[src/rtl/fls_pkg.sv]
`timescale 1ns / 1ps
// ----------------------------------------------------------------------------
// fls_pkg: shared types and constants for the flux limiter select block
// Field widths, limiter mode codes and the control word passed along the
// divider cell chain.
// ----------------------------------------------------------------------------
package fls_pkg;

    // fixed field widths
    localparam int RATIO_W = 24;  // slope ratio, signed
    localparam int MAG_W   = 23;  // magnitude bits of a positive ratio
    localparam int OUT_W   = 18;  // limiter value, unsigned
    localparam int MODE_W  = 3;   // limiter mode register
    localparam int SQ_W    = 46;  // width of r*r for a positive ratio

    // limiter mode codes
    typedef enum logic [MODE_W-1:0] {
        MODE_NONE       = 3'd0,
        MODE_MINMOD     = 3'd1,
        MODE_VAN_ALBADA = 3'd2,
        MODE_VAN_LEER   = 3'd3,
        MODE_SUPERBEE   = 3'd4
    } t_mode;

    // control word travelling with each item down the cell chain
    typedef struct packed {
        logic valid;    // stage holds an item
        logic use_div;  // result comes from the divider, not the bypass value
    } t_ctl;

endpackage

[src/rtl/fls_cell.sv]
`timescale 1ns / 1ps
// ----------------------------------------------------------------------------
// fls_cell: one restoring division cell
// Compares the partial remainder with the divisor, subtracts when it fits,
// shifts in one quotient bit and hands everything to the next cell.
// ----------------------------------------------------------------------------
module fls_cell
    import fls_pkg::*;
#(
    parameter int DW = 51,  // remainder / divisor width
    parameter int QW = 17,  // quotient width
    parameter int PW = 18   // bypass value width
) (
    input  logic          i_clk,
    input  logic          i_rst_n,
    input  t_ctl          i_ctl,
    input  logic [DW-1:0] i_rem,
    input  logic [DW-1:0] i_den,
    input  logic [QW-1:0] i_quot,
    input  logic [PW-1:0] i_byp,
    output t_ctl          o_ctl,
    output logic [DW-1:0] o_rem,
    output logic [DW-1:0] o_den,
    output logic [QW-1:0] o_quot,
    output logic [PW-1:0] o_byp
);

    t_ctl          r_ctl;
    logic [DW-1:0] r_rem, n_rem;
    logic [DW-1:0] r_den;
    logic [QW-1:0] r_quot, n_quot;
    logic [PW-1:0] r_byp;
    logic          fits;
    logic [DW-1:0] diff;

    // compare, conditional subtract, shift
    always_comb begin
        fits   = (i_rem >= i_den);
        diff   = fits ? (i_rem - i_den) : i_rem;
        n_rem  = {diff[DW-2:0], 1'b0};
        n_quot = {i_quot[QW-2:0], fits};
    end

    // control register
    always_ff @(posedge i_clk) begin
        if (!i_rst_n) begin
            r_ctl <= '0;
        end else begin
            r_ctl <= i_ctl;
        end
    end

    // payload registers
    always_ff @(posedge i_clk) begin
        r_rem  <= n_rem;
        r_den  <= i_den;
        r_quot <= n_quot;
        r_byp  <= i_byp;
    end

    assign o_ctl  = r_ctl;
    assign o_rem  = r_rem;
    assign o_den  = r_den;
    assign o_quot = r_quot;
    assign o_byp  = r_byp;

endmodule

[config.mk]
export PLATFORM = sky130hd
export DESIGN_NAME = fls_cell
export DESIGN_NICKNAME = d
export VERILOG_FILES = /design/src/rtl/fls_pkg.sv /design/src/rtl/fls_cell.sv
export SDC_FILE = /design/constraint.sdc
export NUM_CORES = 1
export LEC_CHECK = 0
export BUFFER_PORTS_ARGS = -buffer_cell sky130_fd_sc_hd__buf_2
export CORE_AREA = 2 2 113 136
export CTS_CLUSTER_DIAMETER = 100
export DETAILED_ROUTE_END_ITERATION = 6
export DIE_AREA = 0 0 115 138
export PLACE_DENSITY = 0.75
export SLEW_MARGIN = 0
export SYNTH_ARGS = -nofsm -noshare
export SYNTH_HDL_FRONTEND = slang
export SYNTH_SLANG_ARGS = --single-unit
[constraint.sdc]
create_clock -name i_clk -period 6.2 [get_ports i_clk]
set_clock_uncertainty 0.15 [all_clocks]
set_input_delay 1.24 -clock i_clk [delete_from_list [all_inputs] [get_ports i_clk]]
set_output_delay 1.24 -clock i_clk [all_outputs]
set_load 0.02 [all_outputs]
Yosys cells after proc, flatten, opt, wreduce, memory -nomap -nowiden
Index checks and enable logic that the tools add are counted.
{ "totals": {"reg_bits": 138, "inputBits": 141, "output_inout_bits": 139, "word_cells": 9} }
{ "classes": {"add_sub_neg": 1, "magnitude_cmp": 1, "muxes": 1} }
{ "op_table": {"columns": ["operator", "count"], "rows": [
  ["51-bit >= comparator", 1],
  ["50-bit 2-to-1 mux", 1],
  ["50-bit subtractor", 1]
]} }

Depth between registers and ports, before layout
{ "logic_depth": {"depth_word": 2, "mapped_depth": 14, "depth_no_buf": 13} }

Least setup slack after synthesis
OpenSTA, ideal clock, no wires.
{ "synth_timing": {"path_type": "input to register", "startpoint": "input port i_rem[0]", "endpoint": "register r_rem[39], in the netlist o_rem[39]", "setup_ns": 0.121, "arrival_ns": 3.714, "required_time_ns": 5.929, "slack_ns": 2.215, "cell_stages": 13, "n_path_buf": 0, "path_cell_list": "inv_1 > ha_1 > inv_1 > fa_1 > a211oi_1 > o21ai_1 > o211ai_1 > a31oi_1 > a21bo_2 > a31o_2 > a311o_1 > xnor2_1 > o21ai_1"} }
{ "synth_via": {"elab_chain_len": 2, "elab_cells_between_ends": 3, "cone_classes": "add/sub (1); order compare (1); mux (1)"} }
{ "synth_rtl": {"columns": ["element", "line_no", "rtl"], "rows": [
  ["start: declaration", "fls_cell.sv:17", "input logic [DW-1:0] i_rem,"],
  ["50-bit subtractor / 51-bit >= comparator (equally long branches)", "fls_cell.sv:39, fls_cell.sv:38", null],
  ["50-bit 2-to-1 mux *", "fls_cell.sv:39", "diff = fits ? (i_rem - i_den) : i_rem;"],
  ["via diff[38]", "fls_cell.sv:34", "logic [DW-1:0] diff;"],
  ["end signal: assignment", "fls_cell.sv:55", "r_rem <= n_rem;"],
  ["end: declaration", "fls_cell.sv:29", "logic [DW-1:0] r_rem, n_rem;"]
]} }
The timed path passes the listed nets; every way through them passes the cells marked *.
A chain may end at the register's enable or synchronous reset.

Worst setup path after layout
{ "layout_timing": {"startpoint": "input port i_rem[23]", "endpoint": "register r_rem[21], in the netlist o_rem[21]"} }
{ "layout_via": {"elab_chain_len": 2} }
{ "layout_rtl": {"columns": ["element", "line_no", "rtl"], "rows": [
  ["51-bit >= comparator", "fls_cell.sv:38", "fits = (i_rem >= i_den);"],
  ["via fits", "fls_cell.sv:33", "logic fits;"],
  ["50-bit 2-to-1 mux", "fls_cell.sv:39", null],
  ["via diff[20]", "fls_cell.sv:34", null]
]} }
The timed path passes the listed nets, and every way through them passes these cells.

==> out/qor.csv <==
stage,metric,value,unit
clock_network,Num CTS Buffers,17,
synth,cells after synthesis,718,
floorplanning,Initial Utilization,0.437,
setup_path,WP data arrival,4.74,ns
synth,Yosys top cell by area,dfxtp_1,
synth,Mapped Nets,911,
synth,simple-gate portion of the synthesized area,0.0943,
pwr,Clk network pwr share,0.373,
synth,Yosys warning count,0,
routing,Routed WL,18100,µm
clock_network,CTS tree,yes,
timing,RSZ-0062 raised after global routing,false,
clock_network,CTS HTree Levels,4,
setup_path,CP Launch Type,input port,
synth,ys flop type,dfxtp_1,
synth,Synth Area in XOR/XNOR,0.0558,
synth,Syn Area/Cell,8.96,µm²
pwr,VDD IR max,0.000127,V
synth,sequential area share after synthesis,0.429,
setup_path,Critical Path Sink Type,flop,
routing,post-DR wirelength/cell,15.3,µm
timing,"Hold Vio Cnt, Final",0,
placement,gpl congestion,0.831,
layout,Layout Nets,1183,
timing,min Tclk post-route,4.58,ns
floorplanning,I/O pins,280,
pwr,Int Pwr,0.00180,W
pwr,combinational power share,0.253,
routing,Final ANT Viol Nets,0,
global_route,vias in the first global route,5960,
synth,Area contributors post-synth,"dfxtp_1, ha_1, o21ai_0",
worst_hold_path,HP Class,input port to flop,
synth,cell with the most instances after synthesis,dfxtp_1,
routing,routed vias/inst,5.24,
timing,Setup Viol. Count Final,0,
pwr,sw power,0.000871,W
routing,Residual DRC,0,
clock_network,Clock Pin Slew Worst Setup and Hold Paths,0.06,ns
pwr,power density over cell area,313,nW/µm²
clock_network,Max Root-Sink Buffers,2,
layout,Fillers,1356,
synth,Synth Area in Adders,0.102,
clock_network,Root Buffer,clkbuf_16,
run_status,status,completed,
global_route,first-pass GRT wire length,28400,µm
timing,WHS,0.763,ns
timing,Fmax,219,MHz
floorplanning,row count,49,
flow_run,Max Cap Viol,0,
setup_path,Setup Crit Path Kind,input port to flop,
routing,routed vias,6199,
global_route,GRT overflow,0,
setup_path,"critical path fanouts, max",49,
clock_network,CTS Sinks,138,
synth,"EDFF count, synth",0,
timing,relative slew slack,0.189,
global_route,largest net degree at the start of global routing,50,
setup_path,Worst EP required,6.36,ns
synth,Synth Area in Compound Gates,0.253,
pwr,cell leakage power,4.28,nW
floorplanning,DIE AREA,15900,µm²
global_route,total global-route track usage,0.225,
synth,post-synthesis mux area share,0.00583,
layout,Area growth syn-to-layout,32.7,%
clock_network,postcts setup bufs,0,
synth,synthesized area,6430,µm²
timing,max-slew violations,0,
floorplanning,die width,115,µm
synth,largest family of logic cells by synthesized area,compound AO/OA/AOI/OAI gates,
routing,drt initial violations,377,
pwr,Sequential Power Share,0.374,
timing,Final Cycle Share,0.738,
pwr,sw frac,0.326,
floorplanning,Die Y,138,µm
clock_network,CTS resizes,0,
synth,ys async rst share,0,
placement,dpl hpwl,14000,µm
synth,top cell type's share of synthesized area,0.429,
synth,Yosys cell types,64,
placement,PortBufs,277,
synth,Synth Register Bits,138,
routing,first-pass iteration count of the detailed router,5,
global_route,antenna violations before repair,4,
timing,Least-Margin Pin Slew,1.22,ns
timing,Setup TNS,0,ns
layout,share of post-route cells with drive strength above 1,0.325,
floorplanning,CORE AREA,14700,µm²
clock_network,CTS hold repair buffers,0,
synth,top post-synthesis cells by count,"dfxtp_1, o21ai_0, inv_1",
[cell usage in the layout, fill, tap and decap left out, drive strengths merged, types with 16 or more instances in the layout]
| cell type | netlist | routed |
|---|---|---|
| dfxtp | 138 | 138 |
| a21o | 26 | 26 |
| inv | 69 | 78 |
| xnor2 | 25 | 25 |
| a21oi | 50 | 50 |
| nor2 | 25 | 25 |
| xor2 | 16 | 16 |
| ha | 51 | 51 |
| o21ai | 113 | 113 |
| nand2 | 40 | 40 |
| buf | 8 | 278 |
| clkbuf | 17 | 17 |
[power by group through the flow]
stage / combinational [W] / clock, W / sequential (W)
final: 0.000676 / 0.000996 / 0.000999
after global routing: 0.000736 / 0.00105 / 0.00101
after CTS: 0.000673 / 0.00102 / 0.00100
after detailed placement: 0.000668 / 0 / 0.00102
after global placement: 0.000661 / 0 / 0.00102
after floorplan: 0.000326 / 0 / 0.00114
[area by class of cell]
cell class | instances | area (µm²) | share of cell area
diodes | 3 | 7.51 | 0.000879
clock inverters | 15 | 155 | 0.0182
flip-flops and latches | 138 | 2760 | 0.323
well taps | 178 | 223 | 0.0261
repair buffers | 278 | 1390 | 0.163
multi-input cells | 486 | 3320 | 0.388
inverters | 69 | 259 | 0.0303
clock buffers | 17 | 425 | 0.0498
[worst paths after layout]
check,from,end,slack (ns),depth (start not counted)
setup / recovery,i_rem[23],o_rem[21]$_DFF_P_,1.62,11
hold / removal,i_quot[9],o_quot[10]$_DFF_P_,0.76,1
[per-stage QoR]
step | instance area, µm² | utilization | power [W] | cells | worst slack [ns]
6_report | 8540 | 0.581 | 0.00267 | 1184 | 1.62
5_1_grt | 8540 | 0.580 | 0.00280 | 1183 | 1.34
4_1_cts | 8530 | 0.580 | 0.00269 | 1181 | 1.68
3_5_place_dp | 7950 | 0.541 | 0.00169 | 1149 | 1.21
3_3_place_gp | 7950 | 0.541 | 0.00168 | 1149 | 1.26
2_1_floorplan | 6430 | - | 0.00147 | 718 | 2.22
[cells by family after synthesis]
kind of cell	Yosys count
DFF	138
AOI/OAI and AO/OA	264
other	1
buffers and inverters	94
xor gates and xnor gates	41
and+or+nand+nor	125
muxes	3
adders and majority gates	52
[layer usage]
| metal | routed length (µm) | track usage | vias up | share of wire |
|---|---|---|---|---|
| li1 | - | - | 3092 | - |
| met1 | 7490 | 0.261 | 2831 | 0.41 |
| met2 | 8850 | 0.383 | 238 | 0.49 |
| met3 | 1210 | 0.0548 | 38 | 0.067 |
| met4 | 592 | 0.108 | 0 | 0.033 |
| met5 | 0 | 0 | - | 0 |
[worst max-delay path, cell delays in order]
cell and delay (ns):
buf_2 0.13, ha_1 0.37, and2_1 0.24, nand3_1 0.11
nor2_1 0.10, nand4_1 0.16, o21ai_0 0.21, a31oi_4 0.99
or2_4 0.66, inv_2 0.14, mux2_1 0.33
[state kept, by name (all words and copies together) (netlist names)]
register  count
o_ctl         2
o_rem        50
o_den        51
o_byp        18
o_quot       17
No activity file was read; power rests on OpenSTA's default activity.
